`config.mk`:
```
export PLATFORM = sky130hd
export DESIGN_NAME = os_timing_protection_monitor
export DESIGN_NICKNAME = d
export VERILOG_FILES = /design/src/rtl/otpm_pkg.sv /design/src/rtl/otpm_ctrl.sv /design/src/rtl/otpm_dpath.sv /design/src/rtl/os_timing_protection_monitor.sv
export SDC_FILE = /design/constraint.sdc
export NUM_CORES = 2
export LEC_CHECK = 0
export BUFFER_PORTS_ARGS = -buffer_cell sky130_fd_sc_hd__clkbuf_2
export CORE_ASPECT_RATIO = 1.5
export CORE_MARGIN = 2
export CORE_UTILIZATION = 36
export CTS_CLUSTER_DIAMETER = 30
export CTS_CLUSTER_SIZE = 12
export DETAILED_ROUTE_END_ITERATION = 8
export GPL_TIMING_DRIVEN = 0
export MAX_ROUTING_LAYER = met4
export SYNTH_ARGS = -nofsm -noshare
export SYNTH_HDL_FRONTEND = slang
export SYNTH_SLANG_ARGS = --single-unit
```
`constraint.sdc`:
```
create_clock -name aclk -period 9.8 [get_ports aclk]
set_input_delay 1.47 -clock aclk [delete_from_list [all_inputs] [get_ports aclk]]
set_output_delay 1.47 -clock aclk [all_outputs]
set_load 0.01 [all_outputs]
```
`src/rtl/otpm_pkg.sv`:
```
// ---------------------------------------------------------------------------
// OS timing protection monitor package
// Shared request codes, result kinds and the controller command bundle.
// ---------------------------------------------------------------------------
package otpm_pkg;

    localparam int REQ_W   = 4;
    localparam int IDX_W   = 8;
    localparam int TIME_W  = 32;
    localparam int ACT_W   = 2;
    localparam int KIND_W  = 3;
    localparam int CFG_IDX_W = 1;

    // Request codes.
    localparam logic [REQ_W-1:0] REQ_TASK_START = 4'd0;
    localparam logic [REQ_W-1:0] REQ_TASK_STOP  = 4'd1;
    localparam logic [REQ_W-1:0] REQ_ARRIVAL    = 4'd2;
    localparam logic [REQ_W-1:0] REQ_RES_LOCK   = 4'd3;
    localparam logic [REQ_W-1:0] REQ_RES_UNLOCK = 4'd4;
    localparam logic [REQ_W-1:0] REQ_AI_LOCK    = 4'd5;
    localparam logic [REQ_W-1:0] REQ_AI_UNLOCK  = 4'd6;
    localparam logic [REQ_W-1:0] REQ_OI_LOCK    = 4'd7;
    localparam logic [REQ_W-1:0] REQ_OI_UNLOCK  = 4'd8;
    localparam logic [REQ_W-1:0] REQ_SCAN       = 4'd9;
    localparam logic [REQ_W-1:0] REQ_CHK_TASK   = 4'd10;
    localparam logic [REQ_W-1:0] REQ_CHK_RES    = 4'd11;
    localparam logic [REQ_W-1:0] REQ_CHK_INTS   = 4'd12;

    // Result kinds.
    localparam logic [KIND_W-1:0] KIND_ARRIVAL  = 3'd0;
    localparam logic [KIND_W-1:0] KIND_TASK     = 3'd1;
    localparam logic [KIND_W-1:0] KIND_RES      = 3'd2;
    localparam logic [KIND_W-1:0] KIND_ALLINT   = 3'd3;
    localparam logic [KIND_W-1:0] KIND_OSINT    = 3'd4;

    localparam logic [ACT_W-1:0] ACT_PROT_HOOK = 2'd3;
    localparam logic [ACT_W-1:0] ACT_NONE      = 2'd0;

    // Configuration register indexes.
    localparam logic [CFG_IDX_W-1:0] CFG_ALLINT_BUDGET = 1'd0;
    localparam logic [CFG_IDX_W-1:0] CFG_OSINT_BUDGET  = 1'd1;

    // Controller to datapath commands.
    typedef struct packed {
        logic load;   // capture the input beat
        logic step;   // run one check or update step
        logic flush;  // release the held result as the last one
    } otpm_cmd_t;

endpackage

```
`src/rtl/otpm_ctrl.sv`:
```
// ---------------------------------------------------------------------------
// OS timing protection monitor controller
// Sequences the steps of one request and paces them against the output.
// ---------------------------------------------------------------------------
module otpm_ctrl
    import otpm_pkg::*;
#(
    parameter int TASK_SLOTS     = 8,
    parameter int RESOURCE_SLOTS = 8,
    parameter int CW             = 5
) (
    input  logic             aclk,
    input  logic             aresetn,
    input  logic             s_tvalid,
    output logic             s_tready,
    input  logic [REQ_W-1:0] s_req,
    input  logic             out_free,
    output otpm_cmd_t        cmd,
    output logic [CW-1:0]    step_cnt
);

    typedef enum logic [1:0] {ST_IDLE, ST_RUN, ST_FLUSH} state_t;

    localparam logic [CW-1:0] FIRST_INT = CW'(TASK_SLOTS + RESOURCE_SLOTS);
    localparam logic [CW-1:0] LAST_STEP = CW'(TASK_SLOTS + RESOURCE_SLOTS + 1);

    state_t           state_reg, state_next;
    logic [CW-1:0]    cnt_reg, cnt_next;
    logic [REQ_W-1:0] req_reg, req_next;
    logic             seq;

    // Scans and interrupt checks walk several steps; everything else is one.
    assign seq = (req_reg == REQ_SCAN) || (req_reg == REQ_CHK_INTS);

    assign s_tready = (state_reg == ST_IDLE);
    assign step_cnt = cnt_reg;

    always_comb begin
        state_next = state_reg;
        cnt_next   = cnt_reg;
        req_next   = req_reg;
        cmd        = '0;
        case (state_reg)
            ST_IDLE: begin
                if (s_tvalid) begin
                    cmd.load   = 1'b1;
                    req_next   = s_req;
                    cnt_next   = (s_req == REQ_CHK_INTS) ? FIRST_INT : '0;
                    state_next = ST_RUN;
                end
            end
            ST_RUN: begin
                if (out_free) begin
                    cmd.step = 1'b1;
                    cnt_next = cnt_reg + 1'b1;
                    if (!seq || cnt_reg == LAST_STEP) begin
                        state_next = ST_FLUSH;
                    end
                end
            end
            ST_FLUSH: begin
                if (out_free) begin
                    cmd.flush  = 1'b1;
                    state_next = ST_IDLE;
                end
            end
            default: state_next = ST_IDLE;
        endcase
    end

    // State and sequence registers.
    always_ff @(posedge aclk) begin
        if (!aresetn) begin
            state_reg <= ST_IDLE;
            cnt_reg   <= '0;
            req_reg   <= '0;
        end else begin
            state_reg <= state_next;
            cnt_reg   <= cnt_next;
            req_reg   <= req_next;
        end
    end

endmodule

```
`src/rtl/otpm_dpath.sv`:
```
// ---------------------------------------------------------------------------
// OS timing protection monitor datapath
// Holds the task, resource and interrupt state, runs one elapsed-time check
// per step and buffers results so the final one can be marked last.
// ---------------------------------------------------------------------------
module otpm_dpath
    import otpm_pkg::*;
#(
    parameter int TASK_SLOTS     = 8,
    parameter int RESOURCE_SLOTS = 8,
    parameter int CW             = 5
) (
    input  logic                 aclk,
    input  logic                 aresetn,
    input  otpm_cmd_t            cmd,
    input  logic [CW-1:0]        step_cnt,
    input  logic [REQ_W-1:0]     in_req,
    input  logic [IDX_W-1:0]     in_idx,
    input  logic [TIME_W-1:0]    in_now,
    input  logic [TIME_W-1:0]    in_eb,
    input  logic [ACT_W-1:0]     in_fa,
    input  logic [TIME_W-1:0]    in_amin,
    input  logic [TIME_W-1:0]    in_lb,
    input  logic                 cfg_wr_en,
    input  logic [CFG_IDX_W-1:0] cfg_index,
    input  logic [TIME_W-1:0]    cfg_wdata,
    input  logic                 m_tready,
    output logic                 m_tvalid,
    output logic [KIND_W-1:0]    m_kind,
    output logic [IDX_W-1:0]     m_index,
    output logic [ACT_W-1:0]     m_act,
    output logic                 m_allowed,
    output logic                 m_last,
    output logic                 out_free
);

    localparam int TW = (TASK_SLOTS > 1) ? $clog2(TASK_SLOTS) : 1;
    localparam int RW = (RESOURCE_SLOTS > 1) ? $clog2(RESOURCE_SLOTS) : 1;
    localparam logic [CW-1:0] C_T  = CW'(TASK_SLOTS);
    localparam logic [CW-1:0] C_TR = CW'(TASK_SLOTS + RESOURCE_SLOTS);
    localparam logic [CW-1:0] C_LS = CW'(TASK_SLOTS + RESOURCE_SLOTS + 1);

    // Captured request.
    logic [REQ_W-1:0]  req_reg;
    logic [IDX_W-1:0]  idx_reg;
    logic [TIME_W-1:0] now_reg, eb_reg, amin_reg, lb_reg;
    logic [ACT_W-1:0]  fa_reg;

    // Monitor state.
    logic [TIME_W-1:0] task_start_reg  [TASK_SLOTS];
    logic [TIME_W-1:0] task_limit_reg  [TASK_SLOTS];
    logic [ACT_W-1:0]  task_action_reg [TASK_SLOTS];
    logic [TIME_W-1:0] task_arr_reg    [TASK_SLOTS];
    logic [TASK_SLOTS-1:0]     task_run_reg, task_over_reg;
    logic [TIME_W-1:0] res_start_reg [RESOURCE_SLOTS];
    logic [TIME_W-1:0] res_limit_reg [RESOURCE_SLOTS];
    logic [RESOURCE_SLOTS-1:0] res_locked_reg;
    logic [TIME_W-1:0] ai_start_reg, oi_start_reg, ai_budget_reg, oi_budget_reg;
    logic              ai_locked_reg, oi_locked_reg;

    // Result buffering.
    logic              hold_v_reg, mv_reg;
    logic [KIND_W-1:0] hold_kind_reg;
    logic [IDX_W-1:0]  hold_idx_reg;
    logic [ACT_W-1:0]  hold_act_reg;
    logic              hold_ok_reg;

    logic              seq, task_in, res_in;
    logic [TW-1:0]     ta;
    logic [RW-1:0]     ra;
    logic              chk_task, chk_res, chk_ai, chk_oi;
    logic [TIME_W-1:0] el_task, el_res, el_ai, el_oi, el_arr;
    logic              f_task, f_res, f_ai, f_oi, arr_ok;
    logic              cand_v, cand_ok;
    logic [KIND_W-1:0] cand_kind;
    logic [IDX_W-1:0]  cand_idx;
    logic [ACT_W-1:0]  cand_act;

    assign seq     = (req_reg == REQ_SCAN) || (req_reg == REQ_CHK_INTS);
    assign task_in = (idx_reg < IDX_W'(TASK_SLOTS));
    assign res_in  = (idx_reg < IDX_W'(RESOURCE_SLOTS));

    // Entry addresses: the step count during a scan, the target otherwise.
    assign ta = (req_reg == REQ_SCAN) ? step_cnt[TW-1:0] : idx_reg[TW-1:0];
    always_comb begin
        logic [CW-1:0] roff;
        roff = step_cnt - C_T;
        ra = (req_reg == REQ_SCAN) ? roff[RW-1:0] : idx_reg[RW-1:0];
    end

    // Which check this step performs.
    assign chk_task = seq ? ((req_reg == REQ_SCAN) && (step_cnt < C_T))
                          : ((req_reg == REQ_CHK_TASK) && task_in);
    assign chk_res  = seq ? ((req_reg == REQ_SCAN) && (step_cnt >= C_T)
                             && (step_cnt < C_TR))
                          : ((req_reg == REQ_CHK_RES) && res_in);
    assign chk_ai   = seq && (step_cnt == C_TR);
    assign chk_oi   = seq && (step_cnt == C_LS);

    // Wrapping elapsed times and budget compares.
    assign el_task = now_reg - task_start_reg[ta];
    assign el_res  = now_reg - res_start_reg[ra];
    assign el_ai   = now_reg - ai_start_reg;
    assign el_oi   = now_reg - oi_start_reg;
    assign el_arr  = now_reg - task_arr_reg[ta];
    assign f_task  = chk_task && task_run_reg[ta] && (el_task > task_limit_reg[ta]);
    assign f_res   = chk_res && res_locked_reg[ra] && (el_res > res_limit_reg[ra]);
    assign f_ai    = chk_ai && ai_locked_reg && (el_ai > ai_budget_reg);
    assign f_oi    = chk_oi && oi_locked_reg && (el_oi > oi_budget_reg);
    assign arr_ok  = !task_in || (task_arr_reg[ta] == '0) || !(el_arr < amin_reg);

    // Candidate result of this step.
    always_comb begin
        cand_v    = 1'b0;
        cand_kind = KIND_ARRIVAL;
        cand_idx  = '0;
        cand_act  = ACT_NONE;
        cand_ok   = 1'b0;
        if (!seq && req_reg == REQ_ARRIVAL) begin
            cand_v   = 1'b1;
            cand_idx = idx_reg;
            cand_ok  = arr_ok;
        end else if (f_task) begin
            cand_v    = 1'b1;
            cand_kind = KIND_TASK;
            cand_idx  = IDX_W'(ta);
            cand_act  = task_action_reg[ta];
        end else if (f_res) begin
            cand_v    = 1'b1;
            cand_kind = KIND_RES;
            cand_idx  = IDX_W'(ra);
            cand_act  = ACT_PROT_HOOK;
        end else if (f_ai) begin
            cand_v    = 1'b1;
            cand_kind = KIND_ALLINT;
            cand_act  = ACT_PROT_HOOK;
        end else if (f_oi) begin
            cand_v    = 1'b1;
            cand_kind = KIND_OSINT;
            cand_act  = ACT_PROT_HOOK;
        end
    end

    // Request capture and wide state, no reset needed.
    always_ff @(posedge aclk) begin
        if (cmd.load) begin
            idx_reg  <= in_idx;
            now_reg  <= in_now;
            eb_reg   <= in_eb;
            fa_reg   <= in_fa;
            amin_reg <= in_amin;
            lb_reg   <= in_lb;
        end
        if (cmd.step && !seq) begin
            if (req_reg == REQ_TASK_START && task_in) begin
                task_start_reg[ta]  <= now_reg;
                task_limit_reg[ta]  <= eb_reg;
                task_action_reg[ta] <= fa_reg;
            end
            if (req_reg == REQ_RES_LOCK && res_in) begin
                res_start_reg[ra] <= now_reg;
                res_limit_reg[ra] <= lb_reg;
            end
        end
    end

    // Control state, marks, arrival times and budgets.
    always_ff @(posedge aclk) begin
        if (!aresetn) begin
            req_reg        <= '0;
            task_run_reg   <= '0;
            task_over_reg  <= '0;
            res_locked_reg <= '0;
            for (int i = 0; i < TASK_SLOTS; i++) begin
                task_arr_reg[i] <= '0;
            end
            ai_start_reg   <= '0;
            oi_start_reg   <= '0;
            ai_locked_reg  <= 1'b0;
            oi_locked_reg  <= 1'b0;
            ai_budget_reg  <= '1;
            oi_budget_reg  <= '1;
        end else begin
            if (cmd.load) begin
                req_reg <= in_req;
            end
            if (cfg_wr_en) begin
                case (cfg_index)
                    CFG_ALLINT_BUDGET: ai_budget_reg <= cfg_wdata;
                    CFG_OSINT_BUDGET:  oi_budget_reg <= cfg_wdata;
                    default: ;
                endcase
            end
            if (cmd.step) begin
                if (f_task) begin
                    task_over_reg[ta] <= 1'b1;
                end
                if (!seq) begin
                    case (req_reg)
                        REQ_TASK_START: if (task_in) begin
                            task_run_reg[ta]  <= 1'b1;
                            task_over_reg[ta] <= 1'b0;
                        end
                        REQ_TASK_STOP: if (task_in) begin
                            task_run_reg[ta] <= 1'b0;
                        end
                        REQ_ARRIVAL: if (task_in && arr_ok) begin
                            task_arr_reg[ta] <= now_reg;
                        end
                        REQ_RES_LOCK: if (res_in) begin
                            res_locked_reg[ra] <= 1'b1;
                        end
                        REQ_RES_UNLOCK: if (res_in) begin
                            res_locked_reg[ra] <= 1'b0;
                        end
                        REQ_AI_LOCK: begin
                            ai_start_reg  <= now_reg;
                            ai_locked_reg <= 1'b1;
                        end
                        REQ_AI_UNLOCK: ai_locked_reg <= 1'b0;
                        REQ_OI_LOCK: begin
                            oi_start_reg  <= now_reg;
                            oi_locked_reg <= 1'b1;
                        end
                        REQ_OI_UNLOCK: oi_locked_reg <= 1'b0;
                        default: ;
                    endcase
                end
            end
        end
    end

    // One result is held back until the next one, or the end, shows
    // whether it is the last of the request.
    always_ff @(posedge aclk) begin
        if (!aresetn) begin
            hold_v_reg <= 1'b0;
            mv_reg     <= 1'b0;
        end else begin
            // The output beat is loaded when the held result moves out,
            // otherwise it clears once the receiver takes it.
            if (hold_v_reg && ((cmd.step && cand_v) || cmd.flush)) begin
                mv_reg <= 1'b1;
            end else if (m_tready) begin
                mv_reg <= 1'b0;
            end
            if (cmd.step && cand_v) begin
                if (hold_v_reg) begin
                    m_kind    <= hold_kind_reg;
                    m_index   <= hold_idx_reg;
                    m_act     <= hold_act_reg;
                    m_allowed <= hold_ok_reg;
                    m_last    <= 1'b0;
                end
                hold_v_reg    <= 1'b1;
                hold_kind_reg <= cand_kind;
                hold_idx_reg  <= cand_idx;
                hold_act_reg  <= cand_act;
                hold_ok_reg   <= cand_ok;
            end else if (cmd.flush && hold_v_reg) begin
                m_kind     <= hold_kind_reg;
                m_index    <= hold_idx_reg;
                m_act      <= hold_act_reg;
                m_allowed  <= hold_ok_reg;
                m_last     <= 1'b1;
                hold_v_reg <= 1'b0;
            end
        end
    end

    assign m_tvalid = mv_reg;
    assign out_free = !mv_reg || m_tready;

endmodule

```
`src/rtl/os_timing_protection_monitor.sv`:
```
// ---------------------------------------------------------------------------
// OS timing protection monitor
// Checks task execution, interarrival, resource lock and interrupt lock
// times against their budgets and reports verdicts and faults.
// ---------------------------------------------------------------------------
// One event is taken at a time. A single event runs a load, one step and a
// release; an interrupt check runs a step per interrupt lock, and a scan one
// step per task, resource and interrupt entry, visiting one entry per cycle
// while the output is free; output stalls hold the steps. Results of one
// event come out in order and the last one carries tlast. No clearing pass
// is needed after reset.
module os_timing_protection_monitor
    import otpm_pkg::*;
#(
    parameter int TASK_SLOTS     = 8,
    parameter int RESOURCE_SLOTS = 8
) (
    input  logic                 aclk,
    input  logic                 aresetn,
    input  logic                 s_tvalid,
    output logic                 s_tready,
    // target_index[7:0], now_us[39:8], exec_budget[71:40],
    // fault_action_in[73:72], arrival_min[105:74], lock_budget[137:106]
    input  logic [143:0]         s_tdata,
    // req_type[3:0]
    input  logic [REQ_W-1:0]     s_tuser,
    output logic                 m_tvalid,
    input  logic                 m_tready,
    // result_index[7:0], action_code[9:8], activation_allowed[10]
    output logic [15:0]          m_tdata,
    // result_kind[2:0]
    output logic [KIND_W-1:0]    m_tuser,
    output logic                 m_tlast,
    input  logic                 cfg_wr_en,
    input  logic [CFG_IDX_W-1:0] cfg_index,
    input  logic [TIME_W-1:0]    cfg_wdata
);

    localparam int CW = $clog2(TASK_SLOTS + RESOURCE_SLOTS + 2);

    otpm_cmd_t         cmd;
    logic [CW-1:0]     step_cnt;
    logic              out_free;
    logic [IDX_W-1:0]  m_index;
    logic [ACT_W-1:0]  m_act;
    logic              m_allowed;

    otpm_ctrl #(
        .TASK_SLOTS     (TASK_SLOTS),
        .RESOURCE_SLOTS (RESOURCE_SLOTS),
        .CW             (CW)
    ) u_ctrl (
        .aclk     (aclk),
        .aresetn  (aresetn),
        .s_tvalid (s_tvalid),
        .s_tready (s_tready),
        .s_req    (s_tuser),
        .out_free (out_free),
        .cmd      (cmd),
        .step_cnt (step_cnt)
    );

    otpm_dpath #(
        .TASK_SLOTS     (TASK_SLOTS),
        .RESOURCE_SLOTS (RESOURCE_SLOTS),
        .CW             (CW)
    ) u_dpath (
        .aclk      (aclk),
        .aresetn   (aresetn),
        .cmd       (cmd),
        .step_cnt  (step_cnt),
        .in_req    (s_tuser),
        .in_idx    (s_tdata[7:0]),
        .in_now    (s_tdata[39:8]),
        .in_eb     (s_tdata[71:40]),
        .in_fa     (s_tdata[73:72]),
        .in_amin   (s_tdata[105:74]),
        .in_lb     (s_tdata[137:106]),
        .cfg_wr_en (cfg_wr_en),
        .cfg_index (cfg_index),
        .cfg_wdata (cfg_wdata),
        .m_tready  (m_tready),
        .m_tvalid  (m_tvalid),
        .m_kind    (m_tuser),
        .m_index   (m_index),
        .m_act     (m_act),
        .m_allowed (m_allowed),
        .m_last    (m_tlast),
        .out_free  (out_free)
    );

    assign m_tdata = {5'd0, m_allowed, m_act, m_index};

endmodule

```
==> impl.org <==
** Worst setup path
- Element type at the critical path start :: flop
- The worst setup path is captured at a flop.
- Slowest stage cell on the critical path :: dfxtp_1
- Start-to-end type of the worst setup path :: flop to flop
- For the worst setup path, the data required time is 10300 ps.
- At the worst endpoint, the arrival time is 10030 ps.
- In this run the worst path has a maximum fanout of 13.
- Maximum single-stage delay on the critical path :: 500 ps
- By instance count, the cell type seen most on the critical path is a21oi_1.

** Cells and area
- The library cell used most frequently in the layout, excluding fill and tap cells, is edfxtp_1.
- The net count of the finished layout is 6504.
- Layout Cells excl Fill :: 8871
- Share of post-route cells with drive strength above 1 :: 15.87%
- Post-route cell area :: 0.08906 mm2
- From synthesis to final layout, the design area changed by 23.56%.
- Most used cells in the layout excluding fill and tap cells :: edfxtp_1, nand2_1, ha_1

** Synth
- Syn avg cell area :: 13.34 um2
- Of all cell types, the one taking the most synthesized area is edfxtp_1.
- Most used DFF post-synth :: edfxtp_1
- The synthesized design devotes to its leading area cell type 60.95% of total area.
- In the synthesized netlist, the number of instances is 5405.
- Synth area leaders :: edfxtp_1, ha_1, dfxtp_1, nand2_1, and2_1
- In the synthesized netlist the async set-or-reset flop fraction comes to 0%.
- The cell area that synthesis handed to floorplanning was 0.07208 mm2.
- Sequential elements use 65.37% of the synthesized area.
- Counting flops with a built-in enable in the synthesized netlist gives 1463.
- Yosys reg bits :: 1622
- Distinct cell type count after synthesis :: 84
- Ys Warns :: 0

** Clock tree
- Clock buffer count from CTS :: 290
- H-tree depth :: 5
- TritonCTS built the clock tree.
- Clock-pin slew on the worst setup and hold paths :: 50 ps
- Clk_lat worst skew :: 840 ps
- Number of buffers inserted by hold repair at cts :: 0
- CTS Root Buffer Type :: clkbuf_16
- Clock Tree Buf Depth :: 4
- Clock tree synthesis found a total of 1622 sinks.

** Detailed routing
- Dividing the detail-routed via count by the number of cells gives 5.559.
- WL/cell :: 26.79 um
- Starting DRT DRC Count :: 4796
- Length of the first detailed-routing pass in iterations :: 8
- Final Routed Wirelength :: 237700 um
- The detail route stage leaves a number of antenna-violating nets equal to 0.
- Summing over every cut layer, the via total after detailed routing is 49310.
- Number of remaining DRC errors :: 0

** Floorplanning
- Die width :: 369.4 um
- Number of placed I/O pins :: 208
- Once the floorplan was initialized, standard cells occupied 36.14% of the core.
- Vertical die dimension :: 552.0 um
- After floorplanning, the core was sized to cover 0.1994 mm2.
- # rows :: 201
- Area enclosed by the die boundary :: 0.2039 mm2

** GRT
- The first global-routing pass estimated 338400 um of wire.
- The initial antenna violation count came to 9.
- Summed over all layers, the global routing overflow is 0.
- In the global route stage, overall resource usage came out at 23.46%.
- The number of global-route vias before repair is 49120.
- Maximum number of pins on one net before global-route repair :: 80

** Timing
- Maximum frequency from static timing analysis :: 105.0 MHz
- RSZ-0062 raised after global routing :: false
- Post-route clock period utilization :: 97.17%
- Aggregate negative setup slack :: 0 ps
- Headroom to the max-slew limit :: 14.69%
- Crit path setup slack, layout :: 277.4 ps
- Hold violation count in the final report :: 0
- Crit path time final :: 9523 ps
- Setup violators final :: 0
- Layout Skew :: 54.98 ps
- Final Slew Violations :: 0
- At the pin with the least slew margin, the transition time is 1275 ps.

** Placement
- Counting tap cells, the placed design contains a total of 8344 instances.
- During placement, the flow inserted port buffers numbering 195.
- Routability-driven placement finished with a final weighted congestion of 0.9526.
- Summing all placed instances gives a cell area of 0.07887 mm2.
- Prior to clock tree synthesis, the placed netlist has a worst setup slack of -3105 ps.
- The wire-length estimate of the detail-placed layout is 169200 um.

** Power
- Total Power Consumption :: 20.44 mW
- The analysis attributes to cell leakage a power of 32.19 nW.
- PD cells :: 229.5 mW/mm2
- Max VDD drop :: 0.1225 mV

** Run
- Max cap viols :: 0

** Outcome
- Run status :: completed

** Hold path
- Hold Path Class :: flop to flop
[path summary, 6_finish.rpt]
path,slack [ps],to,start,cells past startpoint
setup / recovery,280,u_dpath.m_kind[0],u_ctrl.req_reg[3],34
hold / removal,400,u_dpath.m_index[1],u_dpath.hold_idx_reg[1],0
setup reg to reg,280,u_dpath.m_kind[0],u_ctrl.req_reg[3],34
hold reg to reg,400,u_dpath.m_index[1],u_dpath.hold_idx_reg[1],0
[final cells by class]
class	instances	area (um2)
fillers	17640	110400
flip-flops and latches	1622	47120
multi-input cells	3303	23420
clock buffers	332	7592
repair buffers	302	3402
well taps	2639	3302
clock inverters	191	2206
plain buffers	258	1174
inverters	219	833.3
diodes	5	12.51
[Yosys cell counts (all sizes together), types with 7 or more instances]
master and number:
a2111oi 7, a211o 9, a211oi 12, a21boi 74
a21o 88, a21oi 311, a221oi 85, a22o 9
a22oi 88, a311oi 7, a31oi 41, a32oi 18
and2 260, and3 39, buf 55, clkbuf 210
dfxtp 159, edfxtp 1463, ha 317, inv 217
mux2 7, mux2i 85, mux4 62, nand2 520
nand2b 41, nand3 76, nand4 48, nor2 196
nor2b 34, nor3 68, nor4 29, o211ai 84
o21a 52, o21ai 179, o21bai 29, o221ai 39
o22ai 135, o31a 7, or2 7, or3 22
xnor2 109, xor2 35
[layer usage]
layer	part of all wire, %	vias up	global-route usage (%)
li1	-	21930	-
met1	37	24540	27.01
met2	49	2268	38.80
met3	7.3	581	3.865
met4	6.3	0	13.11
met5	0	-	-
[metrics by stage]
| step | util (%) | hold slack [ps] |
|---|---|---|
| after floorplan | - | 400.3 |
| after global placement | 38.29 | 401.8 |
| after detailed placement | 39.55 | 406.1 |
| after CTS | 44.58 | 393.6 |
| after global routing | 44.65 | 407.5 |
| final | 44.66 | 396.4 |
[logic make-up (layout without fill, tap and decap cells)]
group / after synthesis / after routing / synth area share [%]
other: 1 / 10 / 0.005203
and+or+nand+nor: 1350 / 1350 / 9.089
adders and majority gates: 322 / 322 / 5.642
AOI/OAI and AO/OA: 1328 / 1328 / 12.29
muxes: 154 / 154 / 3.237
buffers and inverters: 484 / 1302 / 2.621
DFF: 1622 / 1622 / 65.37
xor gates and xnor gates: 144 / 144 / 1.750
[timing repair]
item	4_1_cts	5_1_grt
endpoints found under the hold margin	0	0
setup endpoints to repair	553	543
setup buffers	2	2
pin swaps	1	1
resized for setup	90	39
[worst max-delay path, delay by kind of cell, from the launching register on]
| family | cells | cell delay [ps] |
|---|---|---|
| xor gates and xnor gates | 1 | 100 |
| DFF | 1 | 500 |
| adders and majority gates | 2 | 770 |
| AOI/OAI and AO/OA | 13 | 3380 |
| muxes | 1 | 210 |
| buffers and inverters | 8 | 2260 |
| and+or+nand+nor | 9 | 1950 |
[power breakdown]
group	leakage [nW]	internal, mW	switching [mW]
registers	14.8	7.68	0.121
logic	12.6	0.947	1.60
clock network	4.69	6.50	3.59
Note: power is estimated with default switching activity, not from simulation.
